File: config.mk
export PLATFORM = sky130hd
export DESIGN_NAME = awbg_queue
export DESIGN_NICKNAME = d
export VERILOG_FILES = /design/src/hw/rtl/awbg_pkg.sv /design/src/hw/rtl/awbg_queue.sv
export SDC_FILE = /design/constraint.sdc
export NUM_CORES = 1
export LEC_CHECK = 0
export BUFFER_PORTS_ARGS = -buffer_cell sky130_fd_sc_hd__buf_2
export CAP_MARGIN = 20
export CORE_AREA = 2 2 58 60
export DETAILED_ROUTE_END_ITERATION = 6
export DIE_AREA = 0 0 60 62
export MAX_ROUTING_LAYER = met4
export PLACE_DENSITY = 0.78
export SLEW_MARGIN = 20
export SYNTH_ARGS = -nofsm -noshare
export SYNTH_HDL_FRONTEND = slang
export SYNTH_SLANG_ARGS = --single-unit
File: constraint.sdc
create_clock -name clk -period 1.9 [get_ports clk]
set_input_delay 0.19 -clock clk [delete_from_list [all_inputs] [get_ports clk]]
set_output_delay 0.19 -clock clk [all_outputs]
set_load 0.02 [all_outputs]
File: src/hw/rtl/awbg_pkg.sv
// Shared types and constants for the AWB gain calibration block.
// No dependencies; imported by every module of the block except awbg_div_pipe.
package awbg_pkg;

    localparam int RATIO_BITS_DEF = 16;
    localparam int QUEUE_DEPTH    = 4;

    // First-level gains are kept 32 bits wide so the divide-by-zero code fits
    localparam int GAIN_W = 32;
    localparam logic [GAIN_W-1:0] DIV_ZERO_GAIN = 32'hFFFF_FFFF;
    localparam int UNITY_SHIFT = 10;
    localparam logic [GAIN_W-1:0] UNITY_GAIN = 32'h0000_0400;

    localparam int OUT_W = 16;
    localparam logic [OUT_W-1:0] GAIN_MAX = 16'hFFFF;

    localparam int TYP_RG_RESET = 911;
    localparam int TYP_BG_RESET = 744;
    localparam logic [1:0] SHIFT_RESET = 2'd2;

    localparam logic [1:0] CFG_TYP_RG = 2'd0;
    localparam logic [1:0] CFG_TYP_BG = 2'd1;
    localparam logic [1:0] CFG_SHIFT  = 2'd2;

    // Which channel is pinned at unity
    typedef enum logic [1:0] {
        CASE_G_UNITY,
        CASE_R_UNITY,
        CASE_B_UNITY,
        CASE_PICK
    } case_t;

    typedef struct packed {
        logic       zero;
        case_t      code;
        logic       den_r_zero;
        logic       den_b_zero;
        logic [1:0] shift;
    } ctl_t;

    typedef struct packed {
        logic [GAIN_W-1:0] r;
        logic [GAIN_W-1:0] g;
        logic [GAIN_W-1:0] b;
        logic              need_div;
        logic              to_red;
        logic              zero;
        logic [1:0]        shift;
    } gains_t;

endpackage

File: src/hw/rtl/awbg_queue.sv
// Short FIFO between the front end and the divider back end.
// Depends on awbg_pkg only for the default depth; generic width.
module awbg_queue
    import awbg_pkg::*;
#(
    parameter int DEPTH = QUEUE_DEPTH,
    parameter int W     = 8
) (
    input  logic         clk,
    input  logic         rst_n,
    input  logic         push_valid,
    input  logic [W-1:0] push_data,
    output logic         full,
    input  logic         pop,
    output logic         pop_valid,
    output logic [W-1:0] pop_data
);

    localparam int AW = $clog2(DEPTH);

    logic [W-1:0]  mem_reg [DEPTH];
    logic [AW-1:0] wr_ptr_reg, wr_ptr_next;
    logic [AW-1:0] rd_ptr_reg, rd_ptr_next;
    logic [AW:0]   count_reg, count_next;
    logic          push;

    assign full      = (count_reg == (AW+1)'(DEPTH));
    assign push      = push_valid && !full;
    assign pop_valid = (count_reg != '0);
    assign pop_data  = mem_reg[rd_ptr_reg];

    always_comb
    begin
        wr_ptr_next = wr_ptr_reg;
        rd_ptr_next = rd_ptr_reg;
        count_next  = count_reg;
        if (push)
        begin
            wr_ptr_next = (wr_ptr_reg == AW'(DEPTH-1)) ? '0 : wr_ptr_reg + 1'b1;
        end
        if (pop && pop_valid)
        begin
            rd_ptr_next = (rd_ptr_reg == AW'(DEPTH-1)) ? '0 : rd_ptr_reg + 1'b1;
        end
        if (push && !(pop && pop_valid))
        begin
            count_next = count_reg + 1'b1;
        end
        else if (!push && pop && pop_valid)
        begin
            count_next = count_reg - 1'b1;
        end
    end

    always_ff @(posedge clk or negedge rst_n)
    begin
        if (!rst_n)
        begin
            wr_ptr_reg <= '0;
            rd_ptr_reg <= '0;
            count_reg  <= '0;
        end
        else
        begin
            wr_ptr_reg <= wr_ptr_next;
            rd_ptr_reg <= rd_ptr_next;
            count_reg  <= count_next;
        end
    end

    always_ff @(posedge clk)
    begin
        if (push)
        begin
            mem_reg[wr_ptr_reg] <= push_data;
        end
    end

endmodule

==> results of run 1 <==
## layer usage
metal / track usage (%) / vias up / part of all wire, %
met5: - / - / 0
li1: - / 426 / -
met2: 26.9 / 18 / 52
met3: 5.59 / 5 / 3.9
met1: 20.7 / 435 / 43
met4: 5.71 / 0 / 1.2
## report_power, final
| group | internal (uW) | switching [uW] |
|---|---|---|
| clock | 271 | 257 |
| sequential | 1160 | 218 |
| combinational | 478 | 496 |
## worst max-delay path, delay by kind of cell (launching register included)
family,cells,cell delay [ps]
multiplexers,1,520
buffers and inverters,1,170
flip-flops,1,560
## per-stage QoR
stage | utilization (%) | power (uW) | cells
3_3_place_gp | 57.3 | 2300 | 161
6_report | 60.2 | 2880 | 170
2_1_floorplan | - | 2110 | 98
5_1_grt | 60.2 | 3070 | 170
4_1_cts | 60.1 | 2920 | 170
3_5_place_dp | 57.3 | 2390 | 161
## cell usage after synthesis
cell type  instances
edfxtp_1          32
mux4_2             8
dfrtp_1            7
o21ai_0            6
ha_1               5
nor2_1             5
and2_1             4
inv_1              4
mux2_2             3
nand2_1            3
buf_2              2
mux2_1             2
nand3_1            2
a21o_1             1
a21oi_1            1
a21oi_2            1
a32oi_1            1
and2_2             1
buf_1              1
buf_4              1
buf_6              1
fa_1               1
nor2_2             1
o211ai_1           1
o31ai_1            1
or3_4              1
or3b_1             1
xnor2_1            1
## final cells by class
cell class | count | area (um^2) | share of cell area (%)
clock buffer | 5 | 37.5 | 1.96
clock inverter | 3 | 38.8 | 2.03
inverter | 4 | 15.0 | 0.785
multi-input combinational | 50 | 502 | 26.2
sequential | 39 | 1140 | 59.6
tap | 46 | 57.6 | 3.01
timing repair buffer | 23 | 123 | 6.41
## how the worst min path moves through the flow
stage	slack, ps	depth (start not counted)	to
2_1_floorplan	-110	0	count_reg[0]$_DFFE_PN0P_
3_3_place_gp	40	1	count_reg[1]$_DFFE_PN0P_
3_5_place_dp	40	1	count_reg[1]$_DFFE_PN0P_
4_1_cts	50	1	mem_reg[1][2]$_DFFE_PP_
5_1_grt	40	1	mem_reg[0][6]$_DFFE_PP_
6_report	60	1	mem_reg[1][2]$_DFFE_PP_
## timing repair
item,CTS,global route
gates resized for setup,1,1
endpoints found under the hold margin,7,0
hold buffers,1,0
endpoints found under the setup margin,8,6
## cell families (layout without fill, tap and decap cells)
| family | after synthesis | count (layout) |
|---|---|---|
| adder cells (fa/ha/maj) | 6 | 6 |
| XOR/XNOR | 1 | 1 |
| multiplexers | 13 | 13 |
| AO/OA/AOI/OAI | 12 | 12 |
| buffers and inverters | 9 | 35 |
| flip-flops | 39 | 39 |
| AND/OR/NAND/NOR | 18 | 18 |
==> key figures, run 1 <==
Global route
  • Vias in the first global route: 861
  • Largest net degree at the start of global routing: 13
  • First-pass GRT wire length: 4180 um
  • Gr ovfl total: 0
  • Initial antenna violation count: 0
  • GRT Overall Usage: 17.0%

STA
  • Clk_skew: 11.7 ps
  • Peak Freq: 0.560 GHz
  • Max-slew headroom: 71.5%
  • Final period util: 93.9%
  • Setup violations, final: 0
  • Min setup slack post-route: 116 ps
  • Fin. Hold Viols: 0
  • Measured slew at the worst slew-check pin: 428 ps
  • Hold slack: 63.3 ps
  • Setup TNS: 0 ps
  • Final Critical Period: 1780 ps
  • RSZ-0062 raised after global routing: false
  • Max Transition Viols Final: 0

Placed design
  • Placed Area: 0.00182 mm^2
  • Place WS: 123 ps
  • PortBufs: 21
  • GP Congestion: 0.671

Yosys
  • Synth Area in Compound Gates: 4.45%
  • Synthesized Nets: 116
  • Yosys cell types: 28
  • Sequential area share after synthesis: 67.4%
  • Simple-gate share of the synthesized area: 5.86%
  • Synth top area share: 57.0%
  • Synth Instances: 98
  • Synth warnings: 0
  • Synth area leader: edfxtp_1
  • Avg Synthesized Cell Area: 17.2 um^2
  • #FFs+latches synth: 39
  • Mux contribution to synthesized area: 14.0%
  • Largest family of logic cells by synthesized area: multiplexers
  • Mapped cell area: 0.00169 mm^2
  • Synth area leaders: edfxtp_1 57%, mux4_2 11%, dfrtp_1 10%
  • XOR/XNOR Fraction of Synth Area: 0.520%
  • Adder-cell area share of the yosys netlist: 4.90%

Cells and area
  • Layout cells sized above 1: 36.3%
  • Commonest non-fill, non-tap cell in the layout: edfxtp_1
  • Layout filler cell count: 248
  • Most frequent cells in the layout: 32 x edfxtp_1, 21 x buf_2, 8 x mux4_2, 6 x o21ai_0, 6 x dfrtp_1
  • Layout area overhead: 13.5%
  • N_diodes: 0
  • Post-route cell area: 0.00191 mm^2
  • Final net count: 141
  • Max reg flops: 32

Critical path
  • Worst Path Max Fanout: 11
  • CP endpoint: pop_data[4]
  • WP data arrival: 1590 ps
  • Reg-to-reg startpoint: count_reg[0]$_DFFE_PN0P_
  • Worst setup path start: rd_ptr_reg[0]$_DFFE_PN0P_
  • Element type at the critical path end: output port
  • Reg-to-Reg End: count_reg[1]$_DFFE_PN0P_
  • CP max stage delay: 560 ps
  • R2r setup slk: 120 ps
  • WS Path Type: reg -> out
  • CP startpoint kind: flip-flop
  • Slowest CP cell: dfrtp_4
  • Crit-path cells: mux4_2 -> buf_2
  • Worst R2R Path Depth: 6
  • Data required, critical path: 1710 ps

Clock tree
  • CTS root buf: clkbuf_4
  • Clock buffer count from CTS: 5
  • H-tree depth: 2
  • Post-CTS setup buffers: 0
  • Sink Count: 39
  • CTS tree: built
  • Reg clk slew, reported paths: 120 ps
  • Clk buf depth: 2
  • Clk Latency, worst-skew pair: 340 ps

Pwr
  • Power density over cell area: 1510 mW/mm^2
  • LEAKAGE: 0.000709 uW
  • Worst VDD drop: 0.751 mV

Hold path
  • Hold Crit Class: in -> reg
  • HP Start: push_data[2]

Floorplanning
  • Die area: 0.00372 mm^2
  • Top Ports: 22
  • Initial cell density of the core: 53.0%
  • FP Rows: 21
  • Die Span X: 60 um
  • Core area: 0.00318 mm^2
  • Die height: 62 um

Routing
  • Routed wire length: 2600 um
  • Vias/cell: 5.20
  • DR pass1 iterations: 4
  • Remaining DRCs: 0
  • Initial drt markers: 27
  • Post-DRT Antenna Nets: 0
  • WL/cell: 15.3 um
  • Vias: 884

Flow run
  • Max cap viols: 0

Status
  • Status: complete, no violations
(Power assumes the default switching activity.)
==> run 2: changes to the inputs <==
RECOVER_POWER = 25   (was not set)
==> key figures, run 2 (synthesized netlist as in run 1, its figures left out) <==
Cells and area
  • Most frequent cells in the layout: 32 x edfxtp_1, 15 x buf_2, 8 x mux4_2
  • Max reg flops: 32 (unchanged)
  • N_diodes: 0 (unchanged)
  • Commonest non-fill, non-tap cell in the layout: edfxtp_1
  • Layout filler cell count: 252 (+1.6%)
  • FF+latch area: 0.00114 mm^2 (unchanged)
  • Layout area overhead: 13.1%
  • Final net count: 141 (unchanged)
  • Layout cells sized above 1: 31.5% (-4.8 points)
  • Area occupied by multi-input gates: 502 um^2 (unchanged)

Floorplanning
  • Die area: 0.00372 mm^2 (unchanged)
  • FP Rows: 21 (unchanged)
  • Top Ports: 22 (unchanged)
  • Die Span X: 60 um (unchanged)
  • Core area: 0.00318 mm^2 (unchanged)
  • Die height: 62 um (unchanged)
  • Initial cell density of the core: 53.0% (unchanged)

Pwr
  • Power density over cell area: 1510 mW/mm^2 (+0.33%)
  • Switching share of power: 33.7% (about the same)
  • Worst VDD drop: 0.751 mV (about the same)
  • Internal power: 1910 uW (about the same)
  • Clock share of power: 18.3% (about the same)
  • LEAKAGE: 0.000692 uW (-2.3%)
  • Total power: 2880 uW (about the same)
  • Comb power frac: 33.8% (about the same)
  • Total net switching power: 971 uW (about the same)
  • Sequential group share of total power: 47.9% (about the same)

STA
  • Max-slew headroom: 71.4% (-0.13 points)
  • Clk_skew: 11.2 ps (-0.445 ps)
  • Final period util: 93.9% (about the same)
  • Min setup slack post-route: 116 ps (-0.0130 ps)
  • Final Critical Period: 1780 ps (+0.0130 ps)
  • Peak Freq: 0.560 GHz (about the same)
  • Setup TNS: 0 ps (unchanged)
  • Max Transition Viols Final: 0 (unchanged)
  • Measured slew at the worst slew-check pin: 430 ps (+1.88 ps)
  • Fin. Hold Viols: 0 (unchanged)
  • RSZ-0062 raised after global routing: false
  • Setup violations, final: 0 (unchanged)

Clock tree
  • CTS tree: built
  • Reg clk slew, reported paths: 120 ps (about the same)
  • Clk buf depth: 2 (unchanged)
  • CTS root buf: clkbuf_4
  • Post-CTS setup buffers: 0 (unchanged)
  • H-tree depth: 2 (unchanged)
  • Clock buffer count from CTS: 5 (unchanged)
  • Clk Latency, worst-skew pair: 340 ps (about the same)
  • Sink Count: 39 (unchanged)

Hold path
  • Hold Crit Class: in -> reg

Critical path
  • CP endpoint: pop_data[4]
  • WS Path Type: reg -> out
  • Worst setup path start: rd_ptr_reg[0]$_DFFE_PN0P_
  • Reg-to-reg startpoint: count_reg[0]$_DFFE_PN0P_
  • Reg-to-Reg End: count_reg[1]$_DFFE_PN0P_
  • Data required, critical path: 1710 ps (about the same)
  • R2r setup slk: 120 ps (about the same)
  • WP data arrival: 1590 ps (about the same)
  • Element type at the critical path end: output port
  • Worst R2R Path Depth: 6 (unchanged)
  • Worst Path Max Fanout: 11 (unchanged)
  • CP startpoint kind: flip-flop

Global route
  • Initial antenna violation count: 0 (unchanged)
  • Largest net degree at the start of global routing: 13 (unchanged)
  • GRT Overall Usage: 17.0% (unchanged)
  • First-pass GRT wire length: 4180 um (unchanged)
  • Vias in the first global route: 861 (unchanged)
  • Gr ovfl total: 0 (unchanged)

Routing
  • Post-DRT Antenna Nets: 0 (unchanged)
  • WL/cell: 15.3 um (about the same)
  • DR pass1 iterations: 4 (unchanged)
  • Met2 routed WL: 1370 um (+0.74%)
  • Initial drt markers: 27 (unchanged)
  • Highest metal used: met4
  • Vias: 890 (+0.68%)
  • Routed wire length: 2610 um (about the same)
  • Vias/cell: 5.24 (+0.68%)
  • DRT met1 WL: 1100 um (-0.72%)
  • Remaining DRCs: 0 (unchanged)
  • Metal3 WL: 101 um (unchanged)

Placed design
  • Place WS: 123 ps (unchanged)
  • GP Congestion: 0.671 (unchanged)
  • PortBufs: 21 (unchanged)

Flow run
  • Max cap viols: 0 (unchanged)

Status
  • Status: complete, no violations
run 2: cell count changes in the layout (fill, tap and decap cells not counted):
cell	delta
clkbuf_1	+6
buf_2	-6
run 2: repair_timing:
item,4_1_cts,5_1_grt
endpoints found under the setup margin,8,6
hold endpoints to repair,7,0
gates resized for setup,1,1
hold buffers,1,0
run 2: metrics by stage:
| stage | hold WS [ps] | util (%) | cells | cell area, um^2 |
|---|---|---|---|---|
| after floorplan | -106 | - | 98 | 1690 |
| after global placement | 35.5 | 57.3 | 161 | 1820 |
| after detailed placement | 40.5 | 57.3 | 161 | 1820 |
| after CTS | 45.8 | 60.1 | 170 | 1910 |
| after global routing | 70.8 | 59.9 | 170 | 1910 |
| final | 86.6 | 59.9 | 170 | 1910 |
run 2: final cells by class:
class                           count  area share, %
Sequential cell                    39           59.8
Inverter                            4          0.788
Timing Repair Buffer               23           6.04
Clock inverter                      3           2.04
Multi-Input combinational cell     50           26.3
Tap cell                           46           3.02
Clock buffer                        5           1.97
run 2: worst min-delay path by stage:
stage,end,depth (start not counted),start
after CTS,mem_reg[1][2]$_DFFE_PP_,1,push_data[2]
after floorplan,count_reg[0]$_DFFE_PN0P_,0,rst_n
final,mem_reg[2][0]$_DFFE_PP_,1,push_data[0]
after detailed placement,count_reg[1]$_DFFE_PN0P_,1,rst_n
after global placement,count_reg[1]$_DFFE_PN0P_,1,rst_n
after global routing,mem_reg[2][0]$_DFFE_PP_,1,push_data[0]
run 2: critical path: stages (launching register included):
cell     delay [ps]
dfrtp_4         560
mux4_2          520
buf_2           170
run 2: power groups by stage:
stage / sequential, uW / clock, uW / combinational, uW
floorplan: 1260 / 0 / 855
global placement: 1380 / 0 / 928
detailed placement: 1400 / 0 / 990
CTS: 1380 / 541 / 994
global route: 1430 / 579 / 1070
finish: 1380 / 527 / 973
run 2: routing by layer:
| layer | global-route usage (%) | up-vias |
|---|---|---|
| met5 | - | - |
| met4 | 5.71 | 0 |
| met3 | 5.59 | 5 |
| met2 | 26.9 | 22 |
| met1 | 20.7 | 437 |
| li1 | - | 426 |
