## src/hw/rtl/awbg_pkg.sv

```systemverilog
// Shared types and constants for the AWB gain calibration block.
// No dependencies; imported by every module of the block except awbg_div_pipe.
package awbg_pkg;

    localparam int RATIO_BITS_DEF = 16;
    localparam int QUEUE_DEPTH    = 4;

    // First-level gains are kept 32 bits wide so the divide-by-zero code fits
    localparam int GAIN_W = 32;
    localparam logic [GAIN_W-1:0] DIV_ZERO_GAIN = 32'hFFFF_FFFF;
    localparam int UNITY_SHIFT = 10;
    localparam logic [GAIN_W-1:0] UNITY_GAIN = 32'h0000_0400;

    localparam int OUT_W = 16;
    localparam logic [OUT_W-1:0] GAIN_MAX = 16'hFFFF;

    localparam int TYP_RG_RESET = 911;
    localparam int TYP_BG_RESET = 744;
    localparam logic [1:0] SHIFT_RESET = 2'd2;

    localparam logic [1:0] CFG_TYP_RG = 2'd0;
    localparam logic [1:0] CFG_TYP_BG = 2'd1;
    localparam logic [1:0] CFG_SHIFT  = 2'd2;

    // Which channel is pinned at unity
    typedef enum logic [1:0] {
        CASE_G_UNITY,
        CASE_R_UNITY,
        CASE_B_UNITY,
        CASE_PICK
    } case_t;

    typedef struct packed {
        logic       zero;
        case_t      code;
        logic       den_r_zero;
        logic       den_b_zero;
        logic [1:0] shift;
    } ctl_t;

    typedef struct packed {
        logic [GAIN_W-1:0] r;
        logic [GAIN_W-1:0] g;
        logic [GAIN_W-1:0] b;
        logic              need_div;
        logic              to_red;
        logic              zero;
        logic [1:0]        shift;
    } gains_t;

endpackage

```

## src/hw/rtl/awbg_front.sv

```systemverilog
// Front end: configuration registers, input acceptance and case classification.
// Depends on awbg_pkg; feeds awbg_queue.
module awbg_front
    import awbg_pkg::*;
#(
    parameter int RATIO_BITS = RATIO_BITS_DEF
) (
    input  logic                  clk,
    input  logic                  rst_n,
    input  logic                  cfg_valid,
    output logic                  cfg_ready,
    input  logic [1:0]            cfg_index,
    input  logic [15:0]           cfg_data,
    input  logic                  in_valid,
    output logic                  in_stall,
    input  logic [15:0]           measured_rg_ratio,
    input  logic [15:0]           measured_bg_ratio,
    input  logic                  q_full,
    output logic                  f_valid,
    output ctl_t                  f_ctl,
    output logic [RATIO_BITS-1:0] f_a_r,
    output logic [RATIO_BITS-1:0] f_d_r,
    output logic [RATIO_BITS-1:0] f_a_b,
    output logic [RATIO_BITS-1:0] f_d_b
);

    logic [RATIO_BITS-1:0] typ_rg_reg;
    logic [RATIO_BITS-1:0] typ_bg_reg;
    logic [1:0]            shift_reg;

    logic                  f_valid_reg;
    logic                  f_valid_next;
    ctl_t                  ctl_reg;
    ctl_t                  ctl_next;
    logic [RATIO_BITS-1:0] a_r_reg, d_r_reg, a_b_reg, d_b_reg;
    logic [RATIO_BITS-1:0] a_r_next, d_r_next, a_b_next, d_b_next;

    logic                  accept;
    logic [RATIO_BITS-1:0] rg, bg;
    logic                  r_low, b_low;

    assign cfg_ready = 1'b1;

    always_ff @(posedge clk or negedge rst_n)
    begin
        if (!rst_n)
        begin
            typ_rg_reg <= RATIO_BITS'(TYP_RG_RESET);
            typ_bg_reg <= RATIO_BITS'(TYP_BG_RESET);
            shift_reg  <= SHIFT_RESET;
        end
        else if (cfg_valid)
        begin
            case (cfg_index)
                CFG_TYP_RG: typ_rg_reg <= cfg_data[RATIO_BITS-1:0];
                CFG_TYP_BG: typ_bg_reg <= cfg_data[RATIO_BITS-1:0];
                CFG_SHIFT:  shift_reg  <= cfg_data[1:0];
                default:    ;
            endcase
        end
    end

    assign in_stall = f_valid_reg && q_full;
    assign accept   = in_valid && !in_stall;

    assign rg    = measured_rg_ratio[RATIO_BITS-1:0];
    assign bg    = measured_bg_ratio[RATIO_BITS-1:0];
    assign r_low = (rg < typ_rg_reg);
    assign b_low = (bg < typ_bg_reg);

    always_comb
    begin
        ctl_next.zero  = (rg == '0) || (bg == '0);
        ctl_next.shift = shift_reg;
        if (b_low && r_low)
        begin
            ctl_next.code = CASE_G_UNITY;
        end
        else if (b_low)
        begin
            ctl_next.code = CASE_R_UNITY;
        end
        else if (r_low)
        begin
            ctl_next.code = CASE_B_UNITY;
        end
        else
        begin
            ctl_next.code = CASE_PICK;
        end
        // green pinned: divide typical by measured; otherwise measured by typical
        if (b_low && r_low)
        begin
            a_r_next = typ_rg_reg;
            d_r_next = rg;
            a_b_next = typ_bg_reg;
            d_b_next = bg;
        end
        else
        begin
            a_r_next = rg;
            d_r_next = typ_rg_reg;
            a_b_next = bg;
            d_b_next = typ_bg_reg;
        end
        ctl_next.den_r_zero = (d_r_next == '0);
        ctl_next.den_b_zero = (d_b_next == '0);
    end

    always_comb
    begin
        if (accept)
        begin
            f_valid_next = 1'b1;
        end
        else if (f_valid_reg && !q_full)
        begin
            f_valid_next = 1'b0;
        end
        else
        begin
            f_valid_next = f_valid_reg;
        end
    end

    always_ff @(posedge clk or negedge rst_n)
    begin
        if (!rst_n)
        begin
            f_valid_reg <= 1'b0;
        end
        else
        begin
            f_valid_reg <= f_valid_next;
        end
    end

    always_ff @(posedge clk)
    begin
        if (accept)
        begin
            ctl_reg <= ctl_next;
            a_r_reg <= a_r_next;
            d_r_reg <= d_r_next;
            a_b_reg <= a_b_next;
            d_b_reg <= d_b_next;
        end
    end

    assign f_valid = f_valid_reg;
    assign f_ctl   = ctl_reg;
    assign f_a_r   = a_r_reg;
    assign f_d_r   = d_r_reg;
    assign f_a_b   = a_b_reg;
    assign f_d_b   = d_b_reg;

endmodule

```

## config.mk

```make
export PLATFORM = sky130hd
export DESIGN_NAME = awbg_front
export DESIGN_NICKNAME = d
export VERILOG_FILES = /design/src/hw/rtl/awbg_pkg.sv /design/src/hw/rtl/awbg_front.sv
export SDC_FILE = /design/constraint.sdc
export NUM_CORES = 1
export LEC_CHECK = 0
export BUFFER_PORTS_ARGS = -buffer_cell sky130_fd_sc_hd__buf_2
export CAP_MARGIN = 40
export CORE_MARGIN = 2
export CORE_UTILIZATION = 40
export DETAILED_ROUTE_END_ITERATION = 16
export GPL_TIMING_DRIVEN = 0
export PLACE_DENSITY = 0.62
export SYNTH_ARGS = -nofsm -noshare
export SYNTH_HDL_FRONTEND = slang
export SYNTH_SLANG_ARGS = --single-unit
```

## constraint.sdc

```tcl
create_clock -name clk -period 4.5 [get_ports clk]
set_input_delay 0 -clock clk [delete_from_list [all_inputs] [get_ports clk]]
set_output_delay 0 -clock clk [all_outputs]
set_load 0.01 [all_outputs]
```

==> reports/qor.txt, run 1 <==
Outcome: complete, no violations
Mapped Cells: 364
Layout cells sized above 1: 47.7%
Drt pass-1 iters: 4
Remaining antenna violation count: 0
Setup ws final: 1340 ps
Fin. max-slew vios: 0
DIE HEIGHT: 119 um
RSZ-0062 raised after global routing: false
Top cell type's share of synthesized area: 40.4%
Num CTS Buffers: 9
Worst Clk Skew: 8.04 ps
Synth Register Bits: 106
WP data arrival: 3270 ps
Top layer in use: met4
Critical Path Fanout Max: 10
Peak VDD IR: 0.000178 V
Post-synthesis sequential area ratio: 57.2%
Detailed-placement wirelength estimate: 9340 um
Syn avg cell area: 14.5 um2
Largest net degree at the start of global routing: 36
Initial drt markers: 191
Residual DRC count: 0
Final Setup Violations: 0
Pwr/cell area: 437 mW/mm2
CTS tree: done
Setup bufs post-CTS: 0
Gpl congestion: 0.819
Commonest non-fill, non-tap cell in the layout: buf_2
Initial antenna violation count: 0
Final non-filler cell total: 705
Hold crit path type: input pin to flip-flop
Crit path launch type: flip-flop
Leak: 3.01 nW
Fin. Hold Viols: 0
H-tree level count: 3
Post-cts repair resize count: 0
DIE WIDTH: 119 um
Vias per cell: 5.03
First-pass GRT wire length: 19700 um
Metal2 WL: 6160 um
Starting density of the core: 41.4%
Top cells by area, synth: edfxtp_1, mux2_4, dfrtp_1, mux2_2, ha_1
IO Port Bufs: 127
Area leader, netlist: edfxtp_1
Final #Nets: 613
Area Growth Syn to Fin: 27.4%
Critical path required time: 4600 ps
Fin crit share: 70.2%
Post-synthesis cell type count: 33
Clock root buffer: clkbuf_16
Die ar.: 0.0141 mm2
IO Pins: 129
Max cap viols: 0
Clock sinks: 106
CTS clock-pin slew for the worst setup and hold paths: 70 ps
Post-route total power: 0.00294 W
CP Class: flip-flop to flip-flop
Met3 Routed Length: 668 um
Dpl cells: 665
Row count: 41
Ys Warns: 0
GRT Total Usage: 18.1%
Total grt overflow: 0
Worst Tran Pin Value: 844 ps
CP Capture Type: flip-flop
Maximum clock path buffer count: 2
Mapped Nets: 449
Slew headroom: 43.7%
Core area: 0.0128 mm2
Via Count: 3549
DRT Wirelength: 12600 um
DP Worst Slack: 1400 ps
Antenna fix cells: 0
Synthesized area: 0.00528 mm2
Tmin final: 3160 ps
Wl on met1: 5560 um
WL/cell: 17.9 um
Vias in the first global route: 3638
Worst skew pair latency: 360 ps
Max Freq: 316 MHz
Most frequent cells in the layout: buf_2, edfxtp_1, mux2_2
[stage by stage]
step	hold WS (ps)	area [um2]	TNS, ps	util, %
after floorplan	-296	5280	0	-
after global placement	140	6130	-73960	48.0
after detailed placement	137	6180	0	48.4
after CTS	1.39	6730	0	52.7
after global routing	9.55	6730	0	52.7
final	2.45	6730	0	52.7
[logic make-up after synthesis]
logic type,share of synthesized area [%]
DFF,57.2
muxes,20.8
and+or+nand+nor,6.11
buffers and inverters,3.96
AOI/OAI and AO/OA,4.74
adders and majority gates,7.11
other,0.0710
[power by group]
group | internal, W | switching (W)
clock network | 0.000454 | 0.000353
logic | 0.000430 | 0.000364
registers | 0.00124 | 0.0000973
total | 0.00213 | 0.000814
[final cells by class]
type | count | area, um2
fill | 1124 | 6040
sequential | 106 | 3020
multi-input combinational | 213 | 2060
timing repair buffer | 153 | 916
clock buffer | 12 | 289
tap | 172 | 215
inverter | 33 | 124
buffer | 12 | 85.1
clock inverter | 4 | 20.0
[repair_timing]
item	in CTS	in global routing
setup endpoints to repair	0	0
endpoints found under the hold margin	65	0
hold buffers	24	0
[critical path, cell delays in order, from the launching register on]
cell	delay, ps
dfstp_2	570
inv_1	60
ha_1	260
and3_1	180
nand3_1	130
a2111oi_0	650
a211oi_2	120
nand3_1	150
buf_4	240
buf_6	230
mux2_4	320
[cell usage after synthesis]
cell type,number
nand4_1,6
edfxtp_1,71
and2_1,1
nand2b_1,2
dfstp_2,13
nand2_1,19
nor4_1,16
nand3_1,6
a21oi_1,5
buf_2,2
nand3b_1,2
a21o_1,6
inv_1,33
conb_1,1
a2111oi_2,1
mux2i_1,2
and3_1,2
nor2b_1,1
a221oi_1,1
clkbuf_1,4
mux2_2,45
dfrtp_1,22
and4_1,2
mux2_4,38
o21ai_0,19
buf_6,4
a221o_1,1
ha_1,30
nor3b_1,1
buf_4,2
or2_2,1
a2111oi_0,3
a211oi_2,2
[metal layers]
metal | up-vias | GRT usage, %
met3 | 13 | 3.30
met4 | 0 | 6.70
li1 | 1696 | -
met2 | 101 | 29.7
met5 | - | 0
met1 | 1739 | 23.9
[final timing paths]
| kind | endpoint | start | slack [ps] | depth (start not counted) |
|---|---|---|---|---|
| worst max-delay path | f_a_b[12] | typ_rg_reg[9] | 1340 | 10 |
| worst min-delay path | f_d_r[4] | measured_rg_ratio[4] | 2 | 2 |
| worst max register to register | f_a_b[12] | typ_rg_reg[9] | 1340 | 10 |
| worst min register to register | f_ctl[0] | shift_reg[0] | 450 | 0 |
| max in group asynchronous | typ_rg_reg[10] | rst_n | 3690 | 2 |
| min in group asynchronous | shift_reg[0] | rst_n | 260 | 2 |
Power figures use the tool's default switching activity.
==> run 2: changes to the inputs <==
--- a/config.mk
+++ b/config.mk
@@ -5,13 +5,14 @@
 export SDC_FILE = /design/constraint.sdc
 export NUM_CORES = 1
 export LEC_CHECK = 0
+export ABC_AREA = 1
 export BUFFER_PORTS_ARGS = -buffer_cell sky130_fd_sc_hd__buf_2
 export CAP_MARGIN = 40
 export CORE_MARGIN = 2
 export CORE_UTILIZATION = 40
 export DETAILED_ROUTE_END_ITERATION = 16
 export GPL_TIMING_DRIVEN = 0
-export PLACE_DENSITY = 0.62
+export PLACE_DENSITY = 0.64
 export SYNTH_ARGS = -nofsm -noshare
 export SYNTH_HDL_FRONTEND = slang
 export SYNTH_SLANG_ARGS = --single-unit
==> constraint.sdc (replaced) <==
create_clock -name clk -period 2.75 [get_ports clk]
set_input_delay 0 -clock clk [delete_from_list [all_inputs] [get_ports clk]]
set_output_delay 0 -clock clk [all_outputs]
set_load 0.01 [all_outputs]
==> run 2 against run 1 <==
Sequential share of layout area down 2.5 points. Core utilization up 0.92 points. Cell count up 37%. Non-clock buffer count up 27. Sequential power up 57%. Die area up 3.3%. Count of clock-buffer cells in the layout up 1. Critical path depth up 1. Area after synthesis up 3.4%. Via count up 30%. Design area up 5.9%. Critical path type unchanged.
==> reports/qor.txt, run 2 <==
Top layer in use: met4
Pwr/cell area: 688 mW/mm2
Outcome: complete, no violations
WP data arrival: 2740 ps
Syn avg cell area: 9.06 um2
Most numerous cell in the Yosys netlist: nand2_1
CTS tree: done
Peak VDD IR: 0.000305 V
Crit path launch type: flip-flop
Final Setup Violations: 0
Row count: 42
Largest family of logic cells by synthesized area: simple AND/OR/NAND/NOR gates
Commonest non-fill, non-tap cell in the layout: nand2_1
Hold endpoint: f_a_r[1]
CP peak stage delay: 540 ps
CTS clock-pin slew for the worst setup and hold paths: 70 ps
Critical Path Fanout Max: 10
Num CTS Buffers: 9
CP Class: flip-flop to flip-flop
Mapped Cells: 603
Slew headroom: 49.5%
Mapped Nets: 688
IO Pins: 129
Top cell type's share of synthesized area: 39.0%
Top cell family by delay on the critical path: compound AO/OA/AOI/OAI gates
Starting density of the core: 41.1%
H-tree level count: 3
Detailed-placement wirelength estimate: 11000 um
Post-synthesis mux area share: 0%
Max cap viols: 0
Post-synthesis adder-cell area fraction: 6.87%
Ys flop type: edfxtp_1
Tmin final: 2580 ps
Clock sinks: 106
Top cells by area, synth: edfxtp_1, nand2_1, dfrtp_1, inv_1, ha_1
FFs w/ async S/R, synth: 33.0%
Leak: 3.58 nW
Fin. max-slew vios: 0
Met3 Routed Length: 847 um
FILL cells: 1207
Min Hold Slack: 10.0 ps
Drt pass-1 iters: 6
Maximum clock path buffer count: 2
Wl on met1: 6450 um
Core area: 0.0133 mm2
Clock root buffer: clkbuf_16
Commonest cells post-synth: nand2_1, inv_1, edfxtp_1, o21ai_0, ha_1
WL/cell: 14.9 um
Area Growth Syn to Fin: 30.5%
DRT Wirelength: 14300 um
Cell Chain, Critical Path: inv_1 > ha_1 > a21oi_1 > nor2_1 > nor3_1 > nand2_1 > a21oi_4 > nand2_4 > buf_4 > clkbuf_2 > o21ai_0
Via Count: 4624
Synthesized area: 0.00546 mm2
Fin. Hold Viols: 0
Metal2 WL: 6770 um
Worst skew pair latency: 350 ps
Initial antenna violation count: 0
Total grt overflow: 0
Final #Nets: 868
Vias per cell: 4.80
Critical path required time: 2910 ps
Layout cells sized above 1: 23.9%
Final instance area: 0.00713 mm2
Post-Synth XOR/XNOR Area: 0%
Worst Clk Skew: 9.73 ps
Area leader, netlist: edfxtp_1
IO Port Bufs: 127
Cell Area, Placed: 0.00637 mm2
Post-synth EDFFs: 71
Worst Tran Pin Value: 757 ps
Max Freq: 387 MHz
Most frequent cells in the layout: nand2_1, buf_2, inv_1
Vias in the first global route: 4489
Reg2Reg Setup Slack: 170 ps
Remaining antenna violation count: 0
Post-synthesis compound-gate area fraction: 8.27%
RSZ-0062 raised after global routing: false
Die ar.: 0.0146 mm2
Hold Crit Start: measured_rg_ratio[1]
GRT Total Usage: 20.0%
CP Capture Type: flip-flop
Critical path's slowest cell: dfstp_2
Residual DRC count: 0
Gpl congestion: 0.896
Synth Register Bits: 106
DIE HEIGHT: 121 um
Hold depth: 3
RR Endpoint: f_a_b[8]
Simple-Gate Fraction of Synth Area: 19.7%
DP Worst Slack: 30.5 ps
Final core utilization: 53.6%
Post-synthesis sequential area ratio: 55.4%
Ys Warns: 0
Fin crit share: 93.9%
Post-synthesis cell type count: 27
Antenna fix cells: 0
Reg2reg start: typ_bg_reg[5]
Initial drt markers: 252
Fin Setup TNS: 0 ps
First-pass GRT wire length: 22500 um
DIE WIDTH: 121 um
WP buf/inv: 3
Hold crit path type: input pin to flip-flop
Largest net degree at the start of global routing: 36
Reg2Reg Depth: 11
Setup ws final: 167 ps
[run 2: cell types whose count changed in the layout (fill, tap and decap cells not counted), moves of 12 or more]
cell,previous run,this run
o21ai_0,19,43
nor4_1,16,4
nand3_1,6,22
dlygate4sd3_1,24,36
nand2_1,19,180
mux2_2,45,0
nand3b_1,2,15
nor2_1,0,19
o21ai_1,0,25
mux2_4,38,0
inv_1,33,106
[run 2: what timing repair did]
action / CTS / global route
hold buffers: 36 / 0
endpoints found under the setup margin: 0 / 15
gates resized for setup: 0 / 22
hold endpoints to repair: 70 / 0
setup buffers: 0 / 4
[run 2: cell families (layout without fill, tap and decap cells)]
| logic type | count (synthesis) | in the layout |
|---|---|---|
| and+or+nand+nor | 251 | 251 |
| buffers and inverters | 131 | 316 |
| DFF | 106 | 106 |
| AOI/OAI and AO/OA | 84 | 84 |
| adders and majority gates | 30 | 30 |
| other | 1 | 1 |
[run 2: metal layers]
metal  vias to the layer above  global-route usage [%]
met2                       171                    33.0
met4                         0                    7.19
li1                       2300                       -
met1                      2135                    26.8
met3                        18                    3.01
met5                         -                       0
[run 2: how the worst max path moves through the flow]
stage                  start        to  slack (ps)  cells past startpoint
2_1_floorplan  typ_bg_reg[5]  f_a_b[2]         560                     12
5_1_grt        typ_rg_reg[9]  f_ctl[3]           2                     14
6_report       typ_bg_reg[5]  f_a_b[8]         170                     11
4_1_cts        typ_bg_reg[9]  f_a_b[6]          10                     11
3_5_place_dp   typ_bg_reg[9]  f_a_b[6]          30                     11
3_3_place_gp   typ_bg_reg[9]  f_a_b[6]         120                     11
[run 2: report_power, final]
part | total, W | switching, W | internal, W
Sequential | 0.00211 | 0.0000889 | 0.00202
Combinational | 0.00148 | 0.000934 | 0.000550
Clock | 0.00131 | 0.000559 | 0.000748
Total | 0.00490 | 0.00158 | 0.00332
[run 2: area by class of cell]
| cell class | count | area, um2 | share of cell area (%) |
|---|---|---|---|
| sequential | 106 | 3020 | 42.4 |
| inverter | 108 | 405 | 5.69 |
| multi-input combinational | 366 | 1940 | 27.2 |
| buffer | 23 | 158 | 2.21 |
| clock buffer | 13 | 293 | 4.11 |
| tap | 176 | 220 | 3.09 |
| clock inverter | 3 | 18.8 | 0.263 |
| timing repair buffer | 169 | 1070 | 15.1 |
[run 2: worst register-to-register path: cells and delay by family, from the launching register on]
kind | cells | cell delay, ps
compound gates | 3 | 670
fa+ha+maj | 1 | 300
buf+inv | 3 | 460
flops | 1 | 540
simple gates | 4 | 440
[run 2: stage by stage]
step | std cells | total power [W]
2_1_floorplan | 603 | 0.00301
3_3_place_gp | 906 | 0.00348
3_5_place_dp | 908 | 0.00352
4_1_cts | 960 | 0.00486
5_1_grt | 964 | 0.00517
6_report | 964 | 0.00490
